## src/design/crcfr_pkg.sv

```systemverilog
// ----------------------------------------------------------------------------
// crcfr_pkg: shared definitions for the CRC-checked frame receiver
// Field widths, CRC constants, configuration indexes and state types.
// ----------------------------------------------------------------------------
package crcfr_pkg;

  localparam int MAX_PAYLOAD_DEF = 64;

  localparam int BYTE_W = 8;
  localparam int LEN_W  = 7;
  localparam int CRC_W  = 16;
  localparam int IDLE_W = 16;
  localparam int CFG_IDX_W  = 2;
  localparam int CFG_DATA_W = 16;

  localparam logic [CRC_W-1:0] CRC_INIT = 16'hFFFF;
  localparam logic [CRC_W-1:0] CRC_POLY = 16'h1021;

  localparam logic [BYTE_W-1:0] START_MARKER_RST = 8'd60;
  localparam logic [BYTE_W-1:0] END_MARKER_RST   = 8'd62;
  localparam logic [IDLE_W-1:0] IDLE_TIMEOUT_RST = 16'd100;
  localparam logic [IDLE_W-1:0] IDLE_SAT         = 16'hFFFF;

  localparam logic [CFG_IDX_W-1:0] CFG_START_MARKER = 2'd0;
  localparam logic [CFG_IDX_W-1:0] CFG_END_MARKER   = 2'd1;
  localparam logic [CFG_IDX_W-1:0] CFG_IDLE_TIMEOUT = 2'd2;

  localparam logic OP_BYTE = 1'b0;
  localparam logic OP_TICK = 1'b1;

  typedef enum logic [2:0] {
    PH_HUNT   = 3'd0,
    PH_LEN_LO = 3'd1,
    PH_LEN_HI = 3'd2,
    PH_DATA   = 3'd3,
    PH_CRC_LO = 3'd4,
    PH_CRC_HI = 3'd5,
    PH_END    = 3'd6
  } phase_t;

  typedef enum logic [1:0] {
    CTL_IDLE = 2'd0,
    CTL_READ = 2'd1,
    CTL_SHOW = 2'd2
  } ctl_t;

  typedef struct packed {
    logic init;
    logic start;
  } crc_ctl_t;

endpackage

```

## src/design/crcfr_crc_serial.sv

```systemverilog
// ----------------------------------------------------------------------------
// crcfr_crc_serial: bit-serial CRC-16/CCITT-FALSE update
// Folds one byte into the running CRC, MSB first, one bit per cycle.
// ----------------------------------------------------------------------------
module crcfr_crc_serial (
  input  logic                         clk,
  input  logic                         rst_n,
  input  crcfr_pkg::crc_ctl_t          ctl,
  input  logic [crcfr_pkg::BYTE_W-1:0] data_in,
  output logic [crcfr_pkg::CRC_W-1:0]  crc,
  output logic                         busy
);

  logic [crcfr_pkg::CRC_W-1:0]  crc_r,  crc_nxt;
  logic [crcfr_pkg::BYTE_W-1:0] sh_r,   sh_nxt;
  logic [2:0]                   cnt_r,  cnt_nxt;
  logic                         busy_r, busy_nxt;
  logic                         fb;

  always_comb begin
    crc_nxt  = crc_r;
    sh_nxt   = sh_r;
    cnt_nxt  = cnt_r;
    busy_nxt = busy_r;
    fb       = crc_r[crcfr_pkg::CRC_W-1] ^ sh_r[crcfr_pkg::BYTE_W-1];
    if (ctl.init) begin
      crc_nxt = crcfr_pkg::CRC_INIT;
    end else if (ctl.start) begin
      sh_nxt   = data_in;
      cnt_nxt  = 3'd0;
      busy_nxt = 1'b1;
    end else if (busy_r) begin
      crc_nxt = {crc_r[crcfr_pkg::CRC_W-2:0], 1'b0} ^
                (fb ? crcfr_pkg::CRC_POLY : '0);
      sh_nxt  = {sh_r[crcfr_pkg::BYTE_W-2:0], 1'b0};
      cnt_nxt = cnt_r + 3'd1;
      if (cnt_r == 3'd7) begin
        busy_nxt = 1'b0;
      end
    end
  end

  always_ff @(posedge clk) begin
    if (!rst_n) begin
      crc_r  <= crcfr_pkg::CRC_INIT;
      cnt_r  <= 3'd0;
      busy_r <= 1'b0;
    end else begin
      crc_r  <= crc_nxt;
      cnt_r  <= cnt_nxt;
      busy_r <= busy_nxt;
    end
  end

  always_ff @(posedge clk) begin
    sh_r <= sh_nxt;
  end

  assign crc  = crc_r;
  assign busy = busy_r;

endmodule

```

## src/design/crcfr_store.sv

```systemverilog
// ----------------------------------------------------------------------------
// crcfr_store: payload buffer
// One write port and one registered read port over the frame payload.
// ----------------------------------------------------------------------------
module crcfr_store #(
  parameter int DEPTH = crcfr_pkg::MAX_PAYLOAD_DEF,
  parameter int AW    = 6
) (
  input  logic                         clk,
  input  logic                         wr_en,
  input  logic [AW-1:0]                wr_addr,
  input  logic [crcfr_pkg::BYTE_W-1:0] wr_data,
  input  logic                         rd_en,
  input  logic [AW-1:0]                rd_addr,
  output logic [crcfr_pkg::BYTE_W-1:0] rd_data
);

  logic [crcfr_pkg::BYTE_W-1:0] mem [DEPTH];
  logic [crcfr_pkg::BYTE_W-1:0] rd_data_r;

  always_ff @(posedge clk) begin
    if (wr_en) begin
      mem[wr_addr] <= wr_data;
    end
  end

  always_ff @(posedge clk) begin
    if (rd_en) begin
      rd_data_r <= mem[rd_addr];
    end
  end

  assign rd_data = rd_data_r;

endmodule

```

## src/design/crc_checked_frame_receiver_top.sv

```systemverilog
// ----------------------------------------------------------------------------
// crc_checked_frame_receiver_top: length-prefixed frame receiver, CRC checked
// Hunts for a start marker, reads length, payload, CRC and end marker, and
// replays the payload of each verified frame one word per result.
// ----------------------------------------------------------------------------
// Timing: a payload byte starts the bit-serial CRC unit, which folds one bit
// per cycle after the byte is accepted; no further input word is taken until
// the fold is done. Once the end marker of a good frame is taken, the payload
// is read back from the buffer one result word at a time: a registered memory
// read (READ), then the word is presented (SHOW) and held while the consumer
// stalls; no input word is taken until the last payload word has been
// delivered. There is no clearing pass after reset.
// ----------------------------------------------------------------------------
module crc_checked_frame_receiver_top #(
  parameter int MAX_PAYLOAD = crcfr_pkg::MAX_PAYLOAD_DEF
) (
  input  logic                             clk,
  input  logic                             rst_n,
  input  logic                             in_valid,
  output logic                             in_ready,
  input  logic                             in_operation,
  input  logic [crcfr_pkg::BYTE_W-1:0]     in_rx_byte,
  output logic                             out_valid,
  input  logic                             out_ready,
  output logic [crcfr_pkg::BYTE_W-1:0]     out_payload_byte,
  output logic [crcfr_pkg::LEN_W-1:0]      out_frame_length,
  output logic                             out_frame_last,
  input  logic                             cfg_valid,
  output logic                             cfg_ready,
  input  logic [crcfr_pkg::CFG_IDX_W-1:0]  cfg_index,
  input  logic [crcfr_pkg::CFG_DATA_W-1:0] cfg_data
);

  localparam int AW = (MAX_PAYLOAD > 1) ? $clog2(MAX_PAYLOAD) : 1;

  // Configuration registers.
  logic [crcfr_pkg::BYTE_W-1:0] start_r, start_nxt;
  logic [crcfr_pkg::BYTE_W-1:0] end_r,   end_nxt;
  logic [crcfr_pkg::IDLE_W-1:0] tmo_r,   tmo_nxt;

  crcfr_pkg::phase_t phase_r, phase_nxt;
  crcfr_pkg::ctl_t   ctl_r,   ctl_nxt;

  logic [crcfr_pkg::BYTE_W-1:0] len_lo_r,  len_lo_nxt;
  logic [crcfr_pkg::LEN_W-1:0]  exp_len_r, exp_len_nxt;
  logic [crcfr_pkg::LEN_W-1:0]  cnt_r,     cnt_nxt;
  logic [crcfr_pkg::CRC_W-1:0]  rcrc_r,    rcrc_nxt;
  logic [crcfr_pkg::IDLE_W-1:0] idle_r,    idle_nxt;
  logic [crcfr_pkg::LEN_W-1:0]  emit_r,    emit_nxt;

  logic                         byte_fire, tick_fire, out_fire;
  logic [crcfr_pkg::CRC_W-1:0]  len_full;
  logic                         len_ok;
  logic [crcfr_pkg::LEN_W-1:0]  cnt_inc;
  logic                         data_done;
  logic                         frame_ok;
  logic [crcfr_pkg::IDLE_W-1:0] idle_inc;
  logic                         timeout_hit;
  logic                         emit_last;

  crcfr_pkg::crc_ctl_t          crc_ctl;
  logic [crcfr_pkg::CRC_W-1:0]  crc_val;
  logic                         crc_busy;
  logic                         wr_en, rd_en;
  logic [crcfr_pkg::BYTE_W-1:0] rd_data;

  assign byte_fire = in_valid && in_ready && (in_operation == crcfr_pkg::OP_BYTE);
  assign tick_fire = in_valid && in_ready && (in_operation == crcfr_pkg::OP_TICK);
  assign out_fire  = out_valid && out_ready;

  assign len_full    = {in_rx_byte, len_lo_r};
  assign len_ok      = (len_full != '0) &&
                       (len_full <= crcfr_pkg::CRC_W'(MAX_PAYLOAD));
  assign cnt_inc     = cnt_r + crcfr_pkg::LEN_W'(1);
  assign data_done   = cnt_inc >= exp_len_r;
  assign frame_ok    = (in_rx_byte == end_r) && (crc_val == rcrc_r);
  assign idle_inc    = (idle_r == crcfr_pkg::IDLE_SAT) ? idle_r :
                       idle_r + crcfr_pkg::IDLE_W'(1);
  assign timeout_hit = idle_inc > tmo_r;
  assign emit_last   = (emit_r + crcfr_pkg::LEN_W'(1)) == exp_len_r;

  // Configuration writes.
  always_comb begin
    start_nxt = start_r;
    end_nxt   = end_r;
    tmo_nxt   = tmo_r;
    if (cfg_valid && cfg_ready) begin
      unique case (cfg_index)
        crcfr_pkg::CFG_START_MARKER: start_nxt = cfg_data[crcfr_pkg::BYTE_W-1:0];
        crcfr_pkg::CFG_END_MARKER:   end_nxt   = cfg_data[crcfr_pkg::BYTE_W-1:0];
        crcfr_pkg::CFG_IDLE_TIMEOUT: tmo_nxt   = cfg_data;
        default: ;
      endcase
    end
  end

  // Frame phase: next state.
  always_comb begin
    phase_nxt = phase_r;
    if (tick_fire) begin
      if (phase_r != crcfr_pkg::PH_HUNT && timeout_hit) begin
        phase_nxt = crcfr_pkg::PH_HUNT;
      end
    end else if (byte_fire) begin
      unique case (phase_r)
        crcfr_pkg::PH_HUNT:   if (in_rx_byte == start_r) phase_nxt = crcfr_pkg::PH_LEN_LO;
        crcfr_pkg::PH_LEN_LO: phase_nxt = crcfr_pkg::PH_LEN_HI;
        crcfr_pkg::PH_LEN_HI: phase_nxt = len_ok ? crcfr_pkg::PH_DATA : crcfr_pkg::PH_HUNT;
        crcfr_pkg::PH_DATA:   if (data_done) phase_nxt = crcfr_pkg::PH_CRC_LO;
        crcfr_pkg::PH_CRC_LO: phase_nxt = crcfr_pkg::PH_CRC_HI;
        crcfr_pkg::PH_CRC_HI: phase_nxt = crcfr_pkg::PH_END;
        default:              phase_nxt = crcfr_pkg::PH_HUNT;
      endcase
    end
  end

  // Frame phase: datapath updates.
  always_comb begin
    len_lo_nxt    = len_lo_r;
    exp_len_nxt   = exp_len_r;
    cnt_nxt       = cnt_r;
    rcrc_nxt      = rcrc_r;
    idle_nxt      = idle_r;
    crc_ctl.init  = 1'b0;
    crc_ctl.start = 1'b0;
    wr_en         = 1'b0;
    if (tick_fire) begin
      idle_nxt = idle_inc;
    end else if (byte_fire) begin
      idle_nxt = '0;
      unique case (phase_r)
        crcfr_pkg::PH_LEN_LO: len_lo_nxt = in_rx_byte;
        crcfr_pkg::PH_LEN_HI: begin
          if (len_ok) begin
            exp_len_nxt  = len_full[crcfr_pkg::LEN_W-1:0];
            cnt_nxt      = '0;
            crc_ctl.init = 1'b1;
          end
        end
        crcfr_pkg::PH_DATA: begin
          wr_en         = 1'b1;
          crc_ctl.start = 1'b1;
          cnt_nxt       = cnt_inc;
        end
        crcfr_pkg::PH_CRC_LO: rcrc_nxt = {8'h00, in_rx_byte};
        crcfr_pkg::PH_CRC_HI: rcrc_nxt = {in_rx_byte, rcrc_r[crcfr_pkg::BYTE_W-1:0]};
        default: ;
      endcase
    end
  end

  // Result sequencer: next state.
  always_comb begin
    ctl_nxt  = ctl_r;
    emit_nxt = emit_r;
    unique case (ctl_r)
      crcfr_pkg::CTL_IDLE: begin
        if (byte_fire && phase_r == crcfr_pkg::PH_END && frame_ok) begin
          ctl_nxt  = crcfr_pkg::CTL_READ;
          emit_nxt = '0;
        end
      end
      crcfr_pkg::CTL_READ: ctl_nxt = crcfr_pkg::CTL_SHOW;
      crcfr_pkg::CTL_SHOW: begin
        if (out_fire) begin
          if (emit_last) begin
            ctl_nxt = crcfr_pkg::CTL_IDLE;
          end else begin
            ctl_nxt  = crcfr_pkg::CTL_READ;
            emit_nxt = emit_r + crcfr_pkg::LEN_W'(1);
          end
        end
      end
      default: ctl_nxt = crcfr_pkg::CTL_IDLE;
    endcase
  end

  // Result sequencer: outputs.
  always_comb begin
    in_ready  = (ctl_r == crcfr_pkg::CTL_IDLE) && !crc_busy;
    rd_en     = (ctl_r == crcfr_pkg::CTL_READ);
    out_valid = (ctl_r == crcfr_pkg::CTL_SHOW);
  end

  always_ff @(posedge clk) begin
    if (!rst_n) begin
      start_r   <= crcfr_pkg::START_MARKER_RST;
      end_r     <= crcfr_pkg::END_MARKER_RST;
      tmo_r     <= crcfr_pkg::IDLE_TIMEOUT_RST;
      phase_r   <= crcfr_pkg::PH_HUNT;
      ctl_r     <= crcfr_pkg::CTL_IDLE;
      len_lo_r  <= '0;
      exp_len_r <= '0;
      cnt_r     <= '0;
      rcrc_r    <= '0;
      idle_r    <= '0;
      emit_r    <= '0;
    end else begin
      start_r   <= start_nxt;
      end_r     <= end_nxt;
      tmo_r     <= tmo_nxt;
      phase_r   <= phase_nxt;
      ctl_r     <= ctl_nxt;
      len_lo_r  <= len_lo_nxt;
      exp_len_r <= exp_len_nxt;
      cnt_r     <= cnt_nxt;
      rcrc_r    <= rcrc_nxt;
      idle_r    <= idle_nxt;
      emit_r    <= emit_nxt;
    end
  end

  crcfr_crc_serial u_crc (
    .clk     (clk),
    .rst_n   (rst_n),
    .ctl     (crc_ctl),
    .data_in (in_rx_byte),
    .crc     (crc_val),
    .busy    (crc_busy)
  );

  crcfr_store #(
    .DEPTH (MAX_PAYLOAD),
    .AW    (AW)
  ) u_store (
    .clk     (clk),
    .wr_en   (wr_en),
    .wr_addr (cnt_r[AW-1:0]),
    .wr_data (in_rx_byte),
    .rd_en   (rd_en),
    .rd_addr (emit_r[AW-1:0]),
    .rd_data (rd_data)
  );

  assign cfg_ready        = 1'b1;
  assign out_payload_byte = rd_data;
  assign out_frame_length = exp_len_r;
  assign out_frame_last   = emit_last;

  // No input word may be taken while a frame is being replayed.
  a_no_input_during_emit: assert property (@(posedge clk) disable iff (!rst_n)
    (ctl_r != crcfr_pkg::CTL_IDLE) |-> !in_ready)
    else $error("input accepted during payload replay");

  // A payload byte must not be followed by another word before its CRC fold ends.
  a_crc_fold_blocks: assert property (@(posedge clk) disable iff (!rst_n)
    (byte_fire && phase_r == crcfr_pkg::PH_DATA) |=> (crc_busy && !in_ready))
    else $error("CRC fold did not hold off the next word");

  // Taking the last word of a frame ends the replay.
  a_last_ends_emit: assert property (@(posedge clk) disable iff (!rst_n)
    (out_fire && out_frame_last) |=> (ctl_r == crcfr_pkg::CTL_IDLE))
    else $error("replay continued past the last word");

  // The stored length is always a legal payload length while payload is collected.
  a_len_legal: assert property (@(posedge clk) disable iff (!rst_n)
    (phase_r == crcfr_pkg::PH_DATA) |->
      (exp_len_r != '0 && exp_len_r <= crcfr_pkg::LEN_W'(MAX_PAYLOAD)))
    else $error("illegal expected length in payload phase");

endmodule
```

## config.mk

```make
export PLATFORM = sky130hd
export DESIGN_NAME = crc_checked_frame_receiver_top
export DESIGN_NICKNAME = d
export VERILOG_FILES = /design/src/design/crcfr_pkg.sv /design/src/design/crcfr_crc_serial.sv /design/src/design/crcfr_store.sv /design/src/design/crc_checked_frame_receiver_top.sv
export SDC_FILE = /design/constraint.sdc
export NUM_CORES = 1
export LEC_CHECK = 0
export ABC_AREA = 1
export BUFFER_PORTS_ARGS = -buffer_cell sky130_fd_sc_hd__clkbuf_2
export CORE_ASPECT_RATIO = 1.25
export CORE_MARGIN = 2
export CORE_UTILIZATION = 50
export DETAILED_ROUTE_END_ITERATION = 8
export PLACE_DENSITY_LB_ADDON = 0.05
export SKIP_LAST_GASP = 1
export SLEW_MARGIN = 5
export SYNTH_ARGS = -nofsm -noshare
export SYNTH_HDL_FRONTEND = slang
export SYNTH_HIERARCHICAL = 1
export SYNTH_SLANG_ARGS = --single-unit
```

## constraint.sdc

```tcl
create_clock -name clk -period 9.7 [get_ports clk]
set_input_delay 1.94 -clock clk [delete_from_list [all_inputs] [get_ports clk]]
set_output_delay 1.94 -clock clk [all_outputs]
set_load 0.1 [all_outputs]
```

Word-level counts from Yosys, hierarchy flattened. Memory sizes are Yosys's and may differ from the RTL's. A register that Yosys moved wholly into a read port is not among the register bits. Index checks and enable logic that the tools add are counted.

Memories kept: 1. Memory bits (writable): 512. Register bits after elaboration: 126. Input port bits: 32. Output and inout bits: 19.

Memories: u_store.mem (words 64, bits a word 8, rd ports 1, clocked after Yosys merged registers in 1, write ports 1, RTL line crcfr_store.sv:18) `logic [crcfr_pkg::BYTE_W-1:0] mem [DEPTH];`.

Mux-type cells: 38. Equal/unequal tests: 23. Magnitude comparators: 3. Bitwise gates (word level): 8. Reduce and logical (&&, ||, !) cells: 35. Add/subtract/negate cells: 4.

Operators with widths (count): $mux 16 (3); $pmux 16 s2 (1); $mux 7 (4); $pmux 7 s2 (2); $mux 3 (7); $reduce_and 4->1 (5); $pmux 3 s6 (1); $add 16x1->16 const B (1); $eq 16x16->1 (1); $eq 16x16->1 const B (1); $eq 8x8->1 (2); $gt 16x16->1 (1); $le 16x7->1 const B (1); $mux 8 (2); $reduce_bool 16->1 (1); $xor 16x16->16 (1); $add 7x1->7 const B (2); $mux 13 (1); $eq 3x3->1 const B (4); $reduce_and 2->1 (6); $mux 1 (11); $logic_and 1x1->1 (10); $mux 2 (5); $reduce_bool 2->1 (5); 19 further kinds (33).

Logic depth before layout (Yosys ltp). Gate-level depths: netlist of the first run.

Depth in word-level cells: 8. Mapped depth: 24.

Cells and area by module. Netlist of the first run, hierarchy kept.

By module, submodules not included: crcfr_store (cells each 1805, area an instance 21419.3 sq um, instances 1, seq. area each 15615.0 sq um); crc_checked_frame_receiver_top (cells each 836, area an instance 5664.2 sq um, instances 1, seq. area each 1961.9 sq um); crcfr_crc_serial (cells each 138, area an instance 1281.2 sq um, instances 1, seq. area each 640.6 sq um).

Least setup slack after synthesis of the first run. No wires, ideal clock.

Path type: register to output. From: register exp_len_r (netlist bit out_frame_length[0]). To: output port out_frame_last. Required time: 7.760 ns. Buffers on the path: 0. Path slack: 3.491 ns. Arrival time: 4.269 ns. Stages on the path, launching flop included: 9. Cell sequence: dfxtp_1 inv_1 nand2_1 nand2_1 nor2_1 nand2_1 inv_1 nand2_1 nor4_1.

Longest elaborated chain between the ends: 1.

RTL lines: start: declaration (RTL line crc_checked_frame_receiver_top.sv:45) `logic [crcfr_pkg::LEN_W-1:0] exp_len_r, exp_len_nxt;`; start signal: assignment (RTL line crc_checked_frame_receiver_top.sv:205) `exp_len_r <= exp_len_nxt;`; $eq 7x7->1 (RTL line crc_checked_frame_receiver_top.sv:80) `assign emit_last = (emit_r + crcfr_pkg::LEN_W'(1)) == exp_len_r;`; end: declaration (RTL line crc_checked_frame_receiver_top.sv:27) `output logic out_frame_last,`.

Every way passes these cells.

Worst setup path in the final report of the first run.
From: register emit_r[1] in the netlist's numbering. To: output port out_frame_last.

Longest elaborated chain between the ends: 2.

RTL lines: start: declaration (RTL line crc_checked_frame_receiver_top.sv:49) `logic [crcfr_pkg::LEN_W-1:0] emit_r, emit_nxt;`; start signal: assignment (RTL line crc_checked_frame_receiver_top.sv:209) `emit_r <= emit_nxt;`; $add 7x1->7 (RTL line crc_checked_frame_receiver_top.sv:80); $eq 7x7->1 (RTL line crc_checked_frame_receiver_top.sv:80).

Every way passes these cells.

==> impl_metrics.env, run 1 <==
export IMPL_run_status="finished, final reports clean"
export IMPL_post_place_cells=3459
export IMPL_grt_max_degree=154
export IMPL_detailed_place_hpwl_um=46600
export IMPL_synth_yosys_seq_area_share_pct=64.2
export IMPL_first_global_vias=19435
export IMPL_final_net_count=2845
export IMPL_critical_path_arrival_ns=3.34
export IMPL_crit_family="simple AND/OR/NAND/NOR gates"
export IMPL_worstSkewPairLatency_ns=0.60
export IMPL_cp_start_kind="flip-flop"
export IMPL_tritoncts_num_buffers=66
export IMPL_postPlaceCellArea_um2=28800
export IMPL_cts_hold_buffers_added=0
export IMPL_core_area_um2=56100
export IMPL_wl_per_cell_um=20.9
export IMPL_leakage_nw=11.6
export IMPL_final_hold_viol_count=0
export IMPL_vdd_ir_drop_max_mv=0.130
export IMPL_fp_dieH_um=270
export IMPL_cts_root_to_sink_buffers=3
export IMPL_worst_slack_ns=4.42
export IMPL_place_gp_congestion=0.856
export IMPL_cp_required_ns=7.76
export IMPL_die_width_um=217
export IMPL_path_class="reg2out"
export IMPL_drtPass1Iterations=6
export IMPL_count_of_pins_on_the_block_boundary=51
export IMPL_report_final_setup_viol=0
export IMPL_synth_seq_cells=646
export IMPL_cts_htree_levels=3
export IMPL_syn_to_final_growth_pct=9.02
export IMPL_core_utilization_of_the_finished_layout_pct=55.1
export IMPL_critical_path_max_fanout=70
export IMPL_final_cell_mix="nand2_1, edfxtp_1, nand3_1"
export IMPL_maxSlewHeadroom_pct=13.2
export IMPL_timing_critical_path_slowest_stage_cell="dfxtp_4"
export IMPL_ctsResizeCount=0
export IMPL_drc_errors=0
export IMPL_critical_path_cell_chain="ha_1 -> nand2_2 -> nor2_2 -> nand3_1 -> nand3_1 -> nand2_2 -> nor4_1 -> clkbuf_2"
export IMPL_grt_overflow_total=0
export IMPL_synth_fp_nets=2839
export IMPL_clockRootBuffer="clkbuf_16"
export IMPL_grt_first_pass_wirelength_um=113000
export IMPL_final_cell_area_um2=30900
export IMPL_drt_vias_per_instance=5.52
export IMPL_fin_tns_setup_ns=0
export IMPL_max_stage_delay_ns=0.87
export IMPL_synth_yosys_warnings=6
export IMPL_power_density_nw_per_um2=185
export IMPL_place_port_buffers=49
export IMPL_cp_end_kind="primary output"
export IMPL_cts_tree="yes"
export IMPL_layout_cells_most_common="nand2_1"
export IMPL_syn_area_um2=28400
export IMPL_preCtsSetupSlack_ns=4.32
export IMPL_setup_repair_after_global_routing_missed_its_margin="false"
export IMPL_final_period_utilization_pct=54.4
export IMPL_cap_violations=0
export IMPL_antenna_found_initial=0
export IMPL_clock_skew_ns=0.0218
export IMPL_n_antenna_cell=0
export IMPL_clock_sinks=646
export IMPL_min_delay_path_class="reg2reg"
export IMPL_detail_route_iter0_violations=1466
export IMPL_worstPathBufferInverterCount=1
export IMPL_clk_pin_slew_ns=0.06
export IMPL_worst_slew_pin_slew_ns=1.30
export IMPL_global_route_usage_total_pct=25.6
export IMPL_wl_um=74700
export IMPL_post_synth_inst_count=2779
export IMPL_final_instance_count_excl_fill=3577
export IMPL_post_synth_num_cell_types=50
export IMPL_route_antenna_remaining_nets=0
export IMPL_final_max_slew_viol_count=0
export IMPL_syn_avg_cell_area_um2=10.2
export IMPL_design_die_area_um2=58700
export IMPL_min_period_ns=5.28
export IMPL_start_util_pct=50.6
export IMPL_cts_post_setup_buffers_inserted=0
export IMPL_routed_via_count=19755
export IMPL_timing_fmax_ghz=0.189
export IMPL_fp_row_count=97
export IMPL_drive_above_1_share_pct=8.54
cell families after synthesis:
logic type      count (synthesis)  share of synthesized area (%)
simple gates                 1661                           25.5
flops                         646                           64.2
buf+inv                       266                           5.26
compound gates                145                           2.74
xor+xnor                       32                          0.988
fa+ha+maj                      28                           1.24
other cells                     1                         0.0132
per-layer routing:
| metal | vias up | GRT usage, % | wire length, um |
|---|---|---|---|
| met2 | 644 | 44.5 | 37200 |
| met5 | - | 0 | 0 |
| met4 | 0 | 12.0 | 3200 |
| met1 | 9460 | 31.7 | 30300 |
| li1 | 9501 | - | - |
| met3 | 150 | 3.13 | 3970 |
power breakdown:
group	switching [mW]	internal, mW	total, mW
clock	1.04	1.50	2.53
combinational	0.123	0.0378	0.160
sequential	0.0151	3.01	3.02
total	1.17	4.55	5.72
registers in the layout, summed over array words and instances, names as in the netlist, 7 cells and up:
register	cells
cnt_r	7
emit_r	7
end_r	8
idle_r	16
len_lo_r	8
out_frame_length	7
rcrc_r	16
start_r	8
tmo_r	16
u_crc/crc	16
u_crc/sh_r	8
u_store/mem	512
u_store/rd_data	8
worst min-delay path, delay by kind of cell (launching register included):
kind / cells / cell delay [ns]
buffers and inverters: 1 / 0.06
AO/OA/AOI/OAI: 1 / 0.06
flip-flops: 1 / 0.29
per-stage QoR:
step / hold WS (ns) / total power, mW
2_1_floorplan: 0.435 / 3.16
3_3_place_gp: 0.446 / 3.24
3_5_place_dp: 0.458 / 3.25
4_1_cts: 0.466 / 5.77
5_1_grt: 0.481 / 5.89
6_report: 0.462 / 5.72
cell usage after synthesis, drive strengths merged:
cell type	n	share of area, %
nand3	508	9.2
nor3	25	0.55
buf	112	3.1
nand3b	4	0.15
or2	2	0.044
nand2	921	12
o21a	1	0.026
a211oi	8	0.21
ha	28	1.2
nand4	23	0.53
o211ai	5	0.13
xnor2	18	0.56
a21o	1	0.026
xor2	14	0.43
clkinv	1	0.013
conb	1	0.013
clkbuf	27	0.43
o21ai	55	1.0
dfxtp	118	8.3
inv	126	1.7
a21oi	75	1.3
nor2	167	2.4
and2	1	0.022
nor4	10	0.22
edfxtp	528	56
cell type report:
| cell class | count | area [um2] |
|---|---|---|
| clock buffers | 84 | 1830 |
| clock inverters | 34 | 324 |
| fillers | 5009 | 25100 |
| inverters | 127 | 499 |
| multi-input cells | 1867 | 8650 |
| flip-flops and latches | 646 | 18200 |
| well taps | 742 | 928 |
| repair buffers | 77 | 455 |
worst paths after layout:
kind | end | slack [ns] | depth (start not counted) | start
setup / recovery | out_frame_last | 4.42 | 8 | emit_r[1]
hold reg to reg | tmo_r[7] | 0.46 | 2 | tmo_r[7]
setup reg to reg | u_store/mem[10][1] | 5.49 | 6 | phase_r[0]
hold / removal | tmo_r[7] | 0.46 | 2 | tmo_r[7]
No activity file was read; power rests on OpenSTA's default activity.
==> run 2: changes to the inputs <==
clock period = 5.5 ns   (was 9.7 ns; I/O delays follow)
==> run 2 against run 1 <==
Against the previous run: core utilization is essentially flat; clock-buffer cell count up 5; register-to-register slack worse by 3.9 ns; total power grew 75%; critical path depth stayed put; via count up 0.43%; largest power group unchanged; final area is essentially flat; setup slack got worse by 3.5 ns; wire length increased by 1.1%; critical path type unchanged.
==> impl_metrics.env, run 2 (synthesized netlist as in run 1, its figures left out) <==
export IMPL_antenna_found_initial=1
export IMPL_largest_reg_flops=512
export IMPL_final_fill_count=5005
export IMPL_cp_start_kind="flip-flop"
export IMPL_grt_overflow_total=0
export IMPL_final_hold_viol_count=0
export IMPL_ctsResizeCount=0
export IMPL_wl_per_cell_um=21.1
export IMPL_cts_post_setup_buffers_inserted=0
export IMPL_place_port_buffers=49
export IMPL_grt_busiest_layer="met2"
export IMPL_n_antenna_cell=0
export IMPL_final_max_slew_viol_count=0
export IMPL_regToRegStartpoint="emit_r[0]"
export IMPL_worst_slack_ns=0.961
export IMPL_gr_layer_usage_met2_pct=44.3
export IMPL_final_net_count=2853
export IMPL_regToRegSetupSlack_ns=1.55
export IMPL_worst_hold_path_endpoint="tmo_r[12]"
export IMPL_leakage_nw=11.6
export IMPL_route_antenna_remaining_nets=0
export IMPL_preCtsSetupSlack_ns=1.15
export IMPL_global_route_usage_total_pct=26.1
export IMPL_critical_path_arrival_ns=3.44
export IMPL_clockRootBuffer="clkbuf_16"
export IMPL_hold_path_cell_count=2
export IMPL_report_final_setup_viol=0
export IMPL_cts_htree_levels=3
export IMPL_worstSkewPairLatency_ns=0.61
export IMPL_final_period_utilization_pct=82.5
export IMPL_start_util_pct=50.6
export IMPL_layout_cells_most_common="nand2_1"
export IMPL_clock_skew_ns=0.0218
export IMPL_min_period_ns=4.54
export IMPL_core_area_um2=56100
export IMPL_detail_route_iter0_violations=1640
export IMPL_reg2regPathDepth=10
export IMPL_crit_reg2reg_capture="u_store/rd_data[2]"
export IMPL_wl_um=75600
export IMPL_detailed_place_hpwl_um=46700
export IMPL_largest_register="u_store/mem"
export IMPL_cts_tree="yes"
export IMPL_final_cell_area_um2=30900
export IMPL_grt_max_degree=170
export IMPL_groute_layer_met1_usage_pct=33.6
export IMPL_use_met3_pct=3.69
export IMPL_cts_root_to_sink_buffers=3
export IMPL_grt_first_pass_wirelength_um=116000
export IMPL_postPlaceCellArea_um2=28800
export IMPL_min_from="tmo_r[12]"
export IMPL_drt_vias_per_instance=5.53
export IMPL_path_class="reg2out"
export IMPL_die_width_um=217
export IMPL_cp_end_kind="primary output"
export IMPL_worst_slew_pin_slew_ns=1.26
export IMPL_maxSlewHeadroom_pct=16.1
export IMPL_vdd_ir_drop_max_mv=0.244
export IMPL_routed_via_count=19840
export IMPL_cp_required_ns=4.40
export IMPL_tritoncts_num_buffers=67
export IMPL_syn_to_final_growth_pct=9.04
export IMPL_drc_errors=0
export IMPL_place_gp_congestion=0.898
export IMPL_clock_sinks=646
export IMPL_drtPass1Iterations=5
export IMPL_drive_above_1_share_pct=8.51
export IMPL_count_of_pins_on_the_block_boundary=51
export IMPL_final_cell_mix="nand2_1, edfxtp_1, nand3_1"
export IMPL_cap_violations=0
export IMPL_setup_repair_after_global_routing_missed_its_margin="false"
export IMPL_core_utilization_of_the_finished_layout_pct=55.2
export IMPL_timing_fmax_ghz=0.220
export IMPL_fp_dieH_um=270
export IMPL_power_density_nw_per_um2=324
export IMPL_critical_path_max_fanout=76
export IMPL_run_status="finished, final reports clean"
export IMPL_clk_pin_slew_ns=0.06
export IMPL_design_die_area_um2=58700
export IMPL_total_power_mw=10.0
export IMPL_min_delay_path_class="reg2reg"
export IMPL_first_global_vias=19619
export IMPL_cts_hold_buffers_added=0
export IMPL_fin_tns_setup_ns=0
export IMPL_fp_row_count=97
-- run 2: area by class of cell --
cell class	count	area, um2	share of cell area (%)
clock buffer	89	1840	5.96
timing repair buffer	84	508	1.64
multi-input combinational	1867	8650	28.0
sequential	646	18200	58.9
clock inverter	30	268	0.866
inverter	127	499	1.61
tap	742	928	3.00
-- run 2: report_power, final --
part | internal (mW) | leakage (nW) | switching, mW
Clock | 2.59 | 1.02 | 1.82
Sequential | 5.31 | 5.69 | 0.0257
Combinational | 0.0674 | 4.85 | 0.222
Total | 7.96 | 11.6 | 2.07
-- run 2: stage by stage --
stage / hold slack [ns] / std cells
floorplan: 0.435 / 2779
global route: 0.480 / 3585
global placement: 0.445 / 3466
detailed placement: 0.455 / 3466
finish: 0.463 / 3585
CTS: 0.464 / 3585
-- run 2: how the worst max path moves through the flow --
stage / to / slack [ns] / cells after the start / start
2_1_floorplan: out_frame_last / 0.13 / 8 / out_frame_length[0]
3_3_place_gp: u_store/mem[20][0] / 1.27 / 7 / in_valid
3_5_place_dp: u_store/mem[20][4] / 1.15 / 7 / in_valid
4_1_cts: out_frame_last / 0.91 / 8 / emit_r[0]
5_1_grt: out_frame_last / 0.76 / 10 / emit_r[0]
6_report: out_frame_last / 0.96 / 8 / emit_r[0]
-- run 2: worst max-delay path: stages (launching register included) --
cell and delay [ns]:
dfxtp_4 0.88, ha_1 0.33, nand2_2 0.10, nor2_2 0.11, nand3_1 0.11, nand3_1 0.15
nand2_2 0.06, nor4_1 0.51, clkbuf_2 0.55
-- run 2: layer usage --
metal  wire length [um]  vias up
li1                   -     9533
met2              37400      608
met1              31100     9564
met4               2710        0
met5                  0        -
met3               4310      135
